<file path="src/sv/est_pkg.sv">
// shared types and constants for the endpoint session table
// no dependencies; imported by est_cell and endpoint_session_table_unit
package est_pkg;

  localparam int SLOT_COUNT_DEF = 32;
  localparam int EP_W           = 32;
  localparam int PROTO_W        = 4;
  localparam int OP_W           = 3;
  localparam int STATUS_W       = 3;
  localparam int SLOT_W         = 5;
  localparam int FREE_W         = 6;
  localparam int PTC_W          = 5;
  localparam logic [PTC_W-1:0] PTC_RESET = 5'd5;

  typedef enum logic [OP_W-1:0] {
    OP_CREATE     = 3'd0,
    OP_FIND       = 3'd1,
    OP_CONNECT    = 3'd2,
    OP_DISCONNECT = 3'd3,
    OP_RELEASE    = 3'd4
  } op_t;

  typedef enum logic [STATUS_W-1:0] {
    ST_OK        = 3'd0,
    ST_NOT_FOUND = 3'd1,
    ST_BOUND     = 3'd2,
    ST_BAD_TYPE  = 3'd3,
    ST_FULL      = 3'd4
  } status_t;

  typedef enum logic [1:0] {
    S_IDLE,
    S_SCAN,
    S_DONE
  } state_t;

  // scan token that walks the cell row, one cell per cycle
  typedef struct packed {
    logic               active;
    logic [EP_W-1:0]    lep;
    logic               hit;
    logic [EP_W-1:0]    hit_remote;
    logic [PROTO_W-1:0] hit_proto;
    logic               hit_conn;
    logic               free_found;
  } scan_t;

  // full-entry write broadcast to the row, the cell at the write index takes it
  typedef struct packed {
    logic               en;
    logic               valid;
    logic [EP_W-1:0]    own_ep;
    logic [EP_W-1:0]    peer_ep;
    logic [PROTO_W-1:0] proto;
    logic               conn;
  } wr_t;

endpackage

</file>
<file path="src/sv/est_cell.sv">
// one table slot: valid bit, endpoints, type and connected mark
// passes the scan token to its neighbor each cycle; uses est_pkg
module est_cell
  import est_pkg::*;
#(
  parameter int SLOT_COUNT = SLOT_COUNT_DEF,
  parameter int IDX        = 0
) (
  input  logic                            clk,
  input  logic                            rst,
  input  scan_t                           tok_i,
  input  logic [$clog2(SLOT_COUNT)-1:0]   hit_idx_i,
  input  logic [$clog2(SLOT_COUNT)-1:0]   free_idx_i,
  input  logic [$clog2(SLOT_COUNT+1)-1:0] free_cnt_i,
  output scan_t                           tok_o,
  output logic [$clog2(SLOT_COUNT)-1:0]   hit_idx_o,
  output logic [$clog2(SLOT_COUNT)-1:0]   free_idx_o,
  output logic [$clog2(SLOT_COUNT+1)-1:0] free_cnt_o,
  input  wr_t                             wr,
  input  logic [$clog2(SLOT_COUNT)-1:0]   wr_idx
);

  localparam int IDX_W = $clog2(SLOT_COUNT);
  localparam int CNT_W = $clog2(SLOT_COUNT+1);
  localparam logic [IDX_W-1:0] MY_IDX = IDX_W'(IDX);

  logic               valid;
  logic [EP_W-1:0]    own_ep;
  logic [EP_W-1:0]    peer_ep;
  logic [PROTO_W-1:0] proto;
  logic               conn;

  logic  match;
  logic  first_free;
  scan_t tok_next;

  // only the first valid match counts
  assign match      = valid && (own_ep == tok_i.lep) && !tok_i.hit;
  assign first_free = !valid && !tok_i.free_found;

  always_comb begin
    tok_next = tok_i;
    if (match) begin
      tok_next.hit        = 1'b1;
      tok_next.hit_remote = peer_ep;
      tok_next.hit_proto  = proto;
      tok_next.hit_conn   = conn;
    end
    if (first_free) begin
      tok_next.free_found = 1'b1;
    end
  end

  always_ff @(posedge clk) begin
    if (rst) begin
      tok_o.active <= 1'b0;
      valid        <= 1'b0;
    end else begin
      tok_o.active <= tok_i.active;
      if (wr.en && wr_idx == MY_IDX) begin
        valid <= wr.valid;
      end
    end
    tok_o.lep        <= tok_next.lep;
    tok_o.hit        <= tok_next.hit;
    tok_o.hit_remote <= tok_next.hit_remote;
    tok_o.hit_proto  <= tok_next.hit_proto;
    tok_o.hit_conn   <= tok_next.hit_conn;
    tok_o.free_found <= tok_next.free_found;
    hit_idx_o        <= match ? MY_IDX : hit_idx_i;
    free_idx_o       <= first_free ? MY_IDX : free_idx_i;
    free_cnt_o       <= free_cnt_i + CNT_W'(!valid);
    if (wr.en && wr_idx == MY_IDX) begin
      own_ep  <= wr.own_ep;
      peer_ep <= wr.peer_ep;
      proto   <= wr.proto;
      conn    <= wr.conn;
    end
  end

endmodule

</file>
<file path="src/sv/endpoint_session_table_unit.sv">
// endpoint session table top level: request handshake, scan control,
// result register; depends on est_pkg and est_cell
//
// usage:
//   requests come in on in_valid/in_ready with op, own_ep, peer_ep and
//   proto_type; each request gives exactly one result on out_valid/out_ready.
//   the table is a row of SLOT_COUNT cells. a scan token enters cell 0 at the
//   accepting edge and moves one cell per cycle, picking up the first valid
//   match, the lowest free slot and the free count. after the last cell the
//   controller decides the outcome, writes the chosen slot and loads the
//   result register, which raises out_valid. one request is worked on at a
//   time; in_ready is high only while idle, so no new transaction is taken
//   while a scan or its decision is in progress, but a new transaction can
//   be taken while the last result waits.
//   if the receiver stalls, the finished scan holds until the result
//   register frees up; the table is written in that same cycle.
//   cfg_we writes protocol_type_count (reset 5), used from the next cycle.
//   reset (rst, synchronous) marks every slot free and drops any transaction
//   in flight; no clearing pass is needed.
module endpoint_session_table_unit
  import est_pkg::*;
#(
  parameter int SLOT_COUNT = SLOT_COUNT_DEF
) (
  input  logic                clk,
  input  logic                rst,
  input  logic                in_valid,
  output logic                in_ready,
  input  logic [OP_W-1:0]     op,
  input  logic [EP_W-1:0]     own_ep,
  input  logic [EP_W-1:0]     peer_ep,
  input  logic [PROTO_W-1:0]  proto_type,
  output logic                out_valid,
  input  logic                out_ready,
  output logic [STATUS_W-1:0] status,
  output logic [SLOT_W-1:0]   slot,
  output logic [EP_W-1:0]     entry_remote_ep,
  output logic [PROTO_W-1:0]  entry_type,
  output logic                entry_connected,
  output logic [FREE_W-1:0]   free_slots,
  input  logic                cfg_we,
  input  logic [PTC_W-1:0]    cfg_wdata
);

  localparam int IDX_W = $clog2(SLOT_COUNT);
  localparam int CNT_W = $clog2(SLOT_COUNT+1);

  state_t state, state_next;
  logic [PTC_W-1:0] ptc;

  logic [OP_W-1:0]    req_op;
  logic [EP_W-1:0]    req_rep;
  logic [PROTO_W-1:0] req_typ;

  scan_t            tok  [SLOT_COUNT+1];
  logic [IDX_W-1:0] hidx [SLOT_COUNT+1];
  logic [IDX_W-1:0] fidx [SLOT_COUNT+1];
  logic [CNT_W-1:0] fcnt [SLOT_COUNT+1];
  logic [SLOT_COUNT-1:0] act_vec;

  scan_t            res_tok;
  logic [IDX_W-1:0] res_hidx;
  logic [IDX_W-1:0] res_fidx;
  logic [CNT_W-1:0] res_fcnt;

  logic in_acc;
  logic scan_end;
  logic do_load;
  logic chk_ok;

  status_t          o_st;
  logic [IDX_W-1:0] o_idx;
  logic [EP_W-1:0]  o_rem;
  logic [PROTO_W-1:0] o_typ;
  logic             o_conn;
  logic [CNT_W-1:0] o_free;
  wr_t              wr_dec;
  wr_t              wr;
  logic [IDX_W-1:0] wr_idx;

  assign in_ready = (state == S_IDLE);
  assign in_acc   = in_valid && in_ready;
  assign scan_end = tok[SLOT_COUNT].active;
  assign do_load  = (state == S_DONE) && (!out_valid || out_ready);

  // seed token enters cell 0 on the accepting edge
  assign tok[0]  = '{active: in_acc, lep: own_ep, default: '0};
  assign hidx[0] = '0;
  assign fidx[0] = '0;
  assign fcnt[0] = '0;

  for (genvar g = 0; g < SLOT_COUNT; g++) begin : g_cell
    est_cell #(
      .SLOT_COUNT (SLOT_COUNT),
      .IDX        (g)
    ) u_cell (
      .clk        (clk),
      .rst        (rst),
      .tok_i      (tok[g]),
      .hit_idx_i  (hidx[g]),
      .free_idx_i (fidx[g]),
      .free_cnt_i (fcnt[g]),
      .tok_o      (tok[g+1]),
      .hit_idx_o  (hidx[g+1]),
      .free_idx_o (fidx[g+1]),
      .free_cnt_o (fcnt[g+1]),
      .wr         (wr),
      .wr_idx     (wr_idx)
    );
    assign act_vec[g] = tok[g+1].active;
  end

  always_ff @(posedge clk) begin
    if (rst) begin
      state <= S_IDLE;
      ptc   <= PTC_RESET;
    end else begin
      state <= state_next;
      if (cfg_we) begin
        ptc <= cfg_wdata;
      end
    end
  end

  always_comb begin
    state_next = state;
    case (state)
      S_IDLE:  if (in_acc) state_next = S_SCAN;
      S_SCAN:  if (scan_end) state_next = S_DONE;
      S_DONE:  if (do_load) state_next = S_IDLE;
      default: state_next = S_IDLE;
    endcase
  end

  always_ff @(posedge clk) begin
    if (in_acc) begin
      req_op  <= op;
      req_rep <= peer_ep;
      req_typ <= proto_type;
    end
    if (state == S_SCAN && scan_end) begin
      res_tok  <= tok[SLOT_COUNT];
      res_hidx <= hidx[SLOT_COUNT];
      res_fidx <= fidx[SLOT_COUNT];
      res_fcnt <= fcnt[SLOT_COUNT];
    end
  end

  // a remote check looks only at the first match, it never goes further
  assign chk_ok = res_tok.hit && (req_rep == '0 || res_tok.hit_remote == req_rep);

  always_comb begin
    o_st   = ST_NOT_FOUND;
    o_idx  = '0;
    o_rem  = '0;
    o_typ  = '0;
    o_conn = 1'b0;
    o_free = res_fcnt;
    wr_dec = '0;
    wr_idx = res_hidx;
    case (req_op)
      OP_CREATE: begin
        if (res_tok.hit) begin
          o_st = ST_BOUND;
        end else if ({1'b0, req_typ} >= ptc) begin
          o_st = ST_BAD_TYPE;
        end else if (!res_tok.free_found) begin
          o_st = ST_FULL;
        end else begin
          o_st          = ST_OK;
          o_idx         = res_fidx;
          o_typ         = req_typ;
          o_free        = res_fcnt - CNT_W'(1);
          wr_idx        = res_fidx;
          wr_dec.en     = 1'b1;
          wr_dec.valid  = 1'b1;
          wr_dec.own_ep = res_tok.lep;
          wr_dec.proto  = req_typ;
        end
      end
      OP_FIND: begin
        if (chk_ok) begin
          o_st   = ST_OK;
          o_idx  = res_hidx;
          o_rem  = res_tok.hit_remote;
          o_typ  = res_tok.hit_proto;
          o_conn = res_tok.hit_conn;
        end
      end
      OP_CONNECT: begin
        if (chk_ok) begin
          o_st           = ST_OK;
          o_idx          = res_hidx;
          o_rem          = req_rep;
          o_typ          = res_tok.hit_proto;
          o_conn         = 1'b1;
          wr_dec.en      = 1'b1;
          wr_dec.valid   = 1'b1;
          wr_dec.own_ep  = res_tok.lep;
          wr_dec.peer_ep = req_rep;
          wr_dec.proto   = res_tok.hit_proto;
          wr_dec.conn    = 1'b1;
        end
      end
      OP_DISCONNECT: begin
        if (res_tok.hit) begin
          o_st          = ST_OK;
          o_idx         = res_hidx;
          o_typ         = res_tok.hit_proto;
          wr_dec.en     = 1'b1;
          wr_dec.valid  = 1'b1;
          wr_dec.own_ep = res_tok.lep;
          wr_dec.proto  = res_tok.hit_proto;
        end
      end
      OP_RELEASE: begin
        if (res_tok.hit) begin
          o_st      = ST_OK;
          o_idx     = res_hidx;
          o_free    = res_fcnt + CNT_W'(1);
          wr_dec.en = 1'b1;
        end
      end
      default: o_st = ST_NOT_FOUND;
    endcase
  end

  // table write lands in the same cycle the result is loaded
  always_comb begin
    wr    = wr_dec;
    wr.en = wr_dec.en && do_load;
  end

  always_ff @(posedge clk) begin
    if (rst) begin
      out_valid <= 1'b0;
    end else if (do_load) begin
      out_valid <= 1'b1;
    end else if (out_ready) begin
      out_valid <= 1'b0;
    end
  end

  always_ff @(posedge clk) begin
    if (do_load) begin
      status          <= o_st;
      slot            <= SLOT_W'(o_idx);
      entry_remote_ep <= o_rem;
      entry_type      <= o_typ;
      entry_connected <= o_conn;
      free_slots      <= FREE_W'(o_free);
    end
  end

  a_one_token: assert property (@(posedge clk) disable iff (rst)
    $onehot0(act_vec))
    else $error("more than one scan token in the cell row");

  a_end_in_scan: assert property (@(posedge clk) disable iff (rst)
    scan_end |-> state == S_SCAN)
    else $error("scan token left the row outside a scan");

  a_accept_starts: assert property (@(posedge clk) disable iff (rst)
    in_acc |=> (state == S_SCAN) && tok[1].active)
    else $error("accepted transaction did not start a scan");

  a_write_on_load: assert property (@(posedge clk) disable iff (rst)
    wr.en |-> do_load && o_st == ST_OK)
    else $error("table written without a successful result");

endmodule
</file>
<file path="config.mk">
export PLATFORM = sky130hd
export DESIGN_NAME = endpoint_session_table_unit
export DESIGN_NICKNAME = d
export VERILOG_FILES = /design/src/sv/est_pkg.sv /design/src/sv/est_cell.sv /design/src/sv/endpoint_session_table_unit.sv
export SDC_FILE = /design/constraint.sdc
export NUM_CORES = 2
export LEC_CHECK = 0
export ABC_AREA = 1
export BUFFER_PORTS_ARGS = -buffer_cell sky130_fd_sc_hd__buf_4
export CORE_ASPECT_RATIO = 0.5
export CORE_MARGIN = 3
export CORE_UTILIZATION = 40
export CTS_CLUSTER_DIAMETER = 150
export DETAILED_ROUTE_END_ITERATION = 8
export GPL_TIMING_DRIVEN = 0
export PLACE_DENSITY = 0.56
export SYNTH_ARGS = -nofsm -noshare
export SYNTH_HDL_FRONTEND = slang
export SYNTH_SLANG_ARGS = --single-unit
export TNS_END_PERCENT = 100
</file>
<file path="constraint.sdc">
create_clock -name clk -period 7.49 [get_ports clk]
set_clock_uncertainty 0.2 [all_clocks]
set_input_delay 1.1235 -clock clk [delete_from_list [all_inputs] [get_ports clk]]
set_output_delay 1.1235 -clock clk [all_outputs]
set_load 0.02 [all_outputs]
</file>
==> impl_results.md <==
- Dominant delay contributor by cell family on the critical path: simple AND/OR/NAND/NOR gates
- Pre-CTS WS: between 2 and 3 ns
- DRT iter0 DRCs: ~6400
- Drc violations: 0
- Final Hold Fails: 0
- Mean instance size in the synthesized netlist: 12.2 um2
- Largest stage delay, worst path: approximately 0.76 ns
- Number of clock sinks: slightly above 5000
- RD Place Congestion: around 0.87
- Type of element launching the critical path: flip-flop
- Initial standard-cell utilization of the core: between 40 and 50%
- Row cnt: around 170
- Count of flip-flops with a built-in enable after synthesis: between 2000 and 2500
- Slew @ Worst Pin: 1.30 ns
- Crit. End Element: flip-flop
- Pin count of the biggest net entering global routing: 70
- Net Sw Power: roughly 11 mW
- Relative contribution of sequential cells to total power: roughly 56%
- Layout fillers: roughly 37000
- Final Routed Wirelength: roughly 390000 um
- Routed via count: between 80000 and 90000
- Total negative setup slack: 0 ns
- Clock tree from TritonCTS: yes
- Share of cells above drive strength 1: a little under a tenth
- Mean routed wirelength per cell: about 19 um
- Dominant register cell in the synthesized netlist: dfxtp_1
- Area growth syn-to-layout: 15.5%
- Power density cells: approximately 280 nW/um2
- Beginning of the worst hold path: g_cell[15].u_cell.tok_o[41]
- Final ANT Viol Nets: 0
- Clock power share: between 40% and 50%
- Max FO, Critical Path: 18
- Overall power after layout: around 53 mW
- Initial DRT Pass Iterations: 6
- Die ar.: 423000 um2
- Proportion of register bits with asynchronous set or reset after synthesis: 0%
- Worst path required time: ~8.0 ns
- Most used standard cell by instance count after synthesis: nand2_1
- Post-synth top area cell: edfxtp_1
- Cell seen most often among critical-path stages: nand2_1
- Vias in the first global route: around 88000
- Highest attainable clock frequency: 203 MHz
- #FFs+latches synth: between 5000 and 6000
- Synthesis warning total: 0
- Core ar.: 411000 um2
- Initial antenna violation count: 33
- Worst-path clk slew: around 0.07 ns
- Post-detail-place hpwl: around 290000 um
- Global-route wire length before repair: approximately 570000 um
- Total gr overflow: 0
- Clock Latency Late Sink: between 0.9 and 1 ns
- Seq/Total Area, Yosys: roughly 77%
- Reg-to-reg slack, setup: approximately 2.6 ns
- Buf/Inv on CP: 5
- Period utilization: between 60% and 70%
- Vias/cell: ~4.5
- Number of different library cells in the post-synthesis netlist: 52
- Worst hold-check path type: flip-flop to flip-flop
- H-tree depth: 5
- Number of gates given a new drive strength after cts: 0
- Result of the run: finished, final reports clean
- Part of the total power dissipated in combinational logic: under 10%
- Final-stage net count: between 10000 and 15000
- Sw Share: around a fifth
- Leakage dissipation: 79.8 nW
- Max capacitance violation total: 0
- Number of buffer cells added on primary ports: 132
- RSZ-0062 raised after global routing: false
- Slowest stage cell, crit path: nor2_4
- Master cell of the clock root buffer: clkbuf_16
- Max-slew violation count: 0
- Endpoint arrival time on the critical path: ~5.5 ns
- Critical path startpoint: req_rep[20]
- Tightest slew margin relative to the limit: 13.2%
- Setup Viol. Count Final: 0
- Overall global routing resource usage: a little under a fifth
- Max clock buf depth: 4
- Buffers inserted during post-CTS setup optimization: 0
- Cell count after synthesis: 13600
- Peak supply drop: 187 uV
- Num CTS Buffers: about 430
- Internal power: around 43 mW
- Final period demand of the worst path: around 4.9 ns
- Number of buffers inserted for hold repair after clock tree synthesis: 0
- Top cell types by occurrence after synthesis: nand2_1, dfxtp_1, edfxtp_1, inv_1, nor2_1
- Syn Std Cell Area: ~170000 um2
- PnR worst setup slack: roughly 2.6 ns
- Die Width: 917 um
- Critical R2R Launch: req_rep[20]
- Crit path kind: flip-flop to flip-flop
- Area share of the largest cell type after synthesis: 43.2%
- Dominant cells by area after synthesis: edfxtp_1, dfxtp_1, nand2_1
- Ordered cell list for the critical path: inv_1, nand2_1, nor3_1, nand4_1, nor2_1, nand2_1, nand2_2, nand3_2, nand2_1, inv_1, nand2_4, inv_2, buf_2, nor2_4, buf_12
- Syn Nets: between 10000 and 15000
- Number of top-level design ports: approximately 130
- Die height: approximately 460 um
worst register-to-register path, stage by stage (launching register included):
cell and delay [ns]:
edfxtp_1 0.45, inv_1 0.16, nand2_1 0.07, nor3_1 0.14, nand4_1 0.31, nor2_1 0.19, nand2_1 0.07, nand2_2 0.16
nand3_2 0.20, nand2_1 0.20, inv_1 0.25, nand2_4 0.32, inv_2 0.37, buf_2 0.45, nor2_4 0.76, buf_12 0.33
cell type report:
class | count | area [um2] | area share [%]
Tap cell | 5460 | 6830 | 3.56
Sequential cell | 5163 | 127000 | 66.4
Inverter | 1484 | 5630 | 2.94
Clock inverter | 157 | 1620 | 0.847
Clock buffer | 656 | 13000 | 6.76
Multi-Input combinational cell | 6681 | 32500 | 16.9
Timing Repair Buffer | 259 | 3700 | 1.93
Buffer | 295 | 1240 | 0.649
Antenna cell | 7 | 17.5 | 0.00914
flip-flops by register name (all words and copies together), names as in the netlist, 6 cells and up:
name                      count
entry_remote_ep              32
free_slots                    6
g_cell.u_cell.conn           32
g_cell.u_cell.free_cnt_o    177
g_cell.u_cell.free_idx_o    129
g_cell.u_cell.hit_idx_o     129
g_cell.u_cell.own_ep       1024
g_cell.u_cell.peer_ep      1024
g_cell.u_cell.proto         128
g_cell.u_cell.tok_o        2303
g_cell.u_cell.valid          32
req_rep                      32
res_fcnt                      6
res_tok                      71
power by group through the flow:
stage / clock (mW) / combinational [mW] / sequential (mW)
floorplan: 0 / 0.350 / 30.3
global placement: 0 / 0.602 / 30.5
detailed placement: 0 / 0.648 / 30.5
CTS: 23.5 / 0.652 / 29.9
global route: 24.6 / 0.703 / 29.9
finish: 23.0 / 0.642 / 29.9
final timing paths:
check        cells after the start                     endpoint
max                             15  g_cell[9].u_cell.own_ep[13]
min                              0  g_cell[16].u_cell.tok_o[41]
max reg2reg                     15  g_cell[9].u_cell.own_ep[13]
min reg2reg                      0  g_cell[16].u_cell.tok_o[41]
stage by stage:
step	hold slack, ns	area [um2]	cells	utilization [%]
6_report	0.108	192000	20200	46.6
5_1_grt	0.0511	192000	20200	46.6
4_1_cts	0.0128	192000	20200	46.6
3_5_place_dp	0.136	177000	19300	43.1
3_3_place_gp	0.137	174000	19200	42.3
2_1_floorplan	0.131	166000	13600	-
routing by layer:
| layer | part of all wire [%] | vias up | global-route usage, % |
|---|---|---|---|
| met2 | 44 | 1812 | 28.6 |
| li1 | - | 45700 | - |
| met5 | 0.0033 | - | 0 |
| met4 | 2.4 | 2 | 4.44 |
| met3 | 4.8 | 549 | 2.71 |
| met1 | 49 | 41800 | 26.1 |
cells by family (layout without fill, tap and decap cells):
| family | Yosys count | count (layout) | synth area share [%] |
|---|---|---|---|
| DFF | 5163 | 5163 | 76.7 |
| other | 0 | 7 | 0 |
| buffers and inverters | 1779 | 2851 | 4.10 |
| adders and majority gates | 68 | 68 | 0.513 |
| and+or+nand+nor | 5392 | 5392 | 13.5 |
| xor gates and xnor gates | 501 | 501 | 2.64 |
| AOI/OAI and AO/OA | 720 | 720 | 2.60 |
layout by cell type (no fill, tap or decap), types with 8 or more instances in the layout:
master	n
a221oi_1	29
nor4b_1	8
ha_1	68
a211oi_1	22
o221ai_1	9
inv_2	26
o2111ai_1	39
clkinv_1	24
clkbuf_8	86
nor2_1	655
bufinv_16	26
inv_4	32
clkinv_8	9
inv_1	1432
dfxtp_1	2778
clkbuf_1	306
nand2_1	3705
nand3b_1	21
buf_12	105
xor2_1	350
or2_2	225
nor2_4	76
buf_2	97
nand4_1	139
nor4_1	131
nor3b_1	25
nor3_1	119
nand2_2	10
nand3_1	238
and3_1	16
clkbuf_16	453
o22ai_1	158
o21ai_0	285
a22o_1	29
a21oi_1	125
clkinv_2	70
buf_4	133
buf_16	22
edfxtp_1	2385
xnor2_1	151
Power figures use the tool's default switching activity.
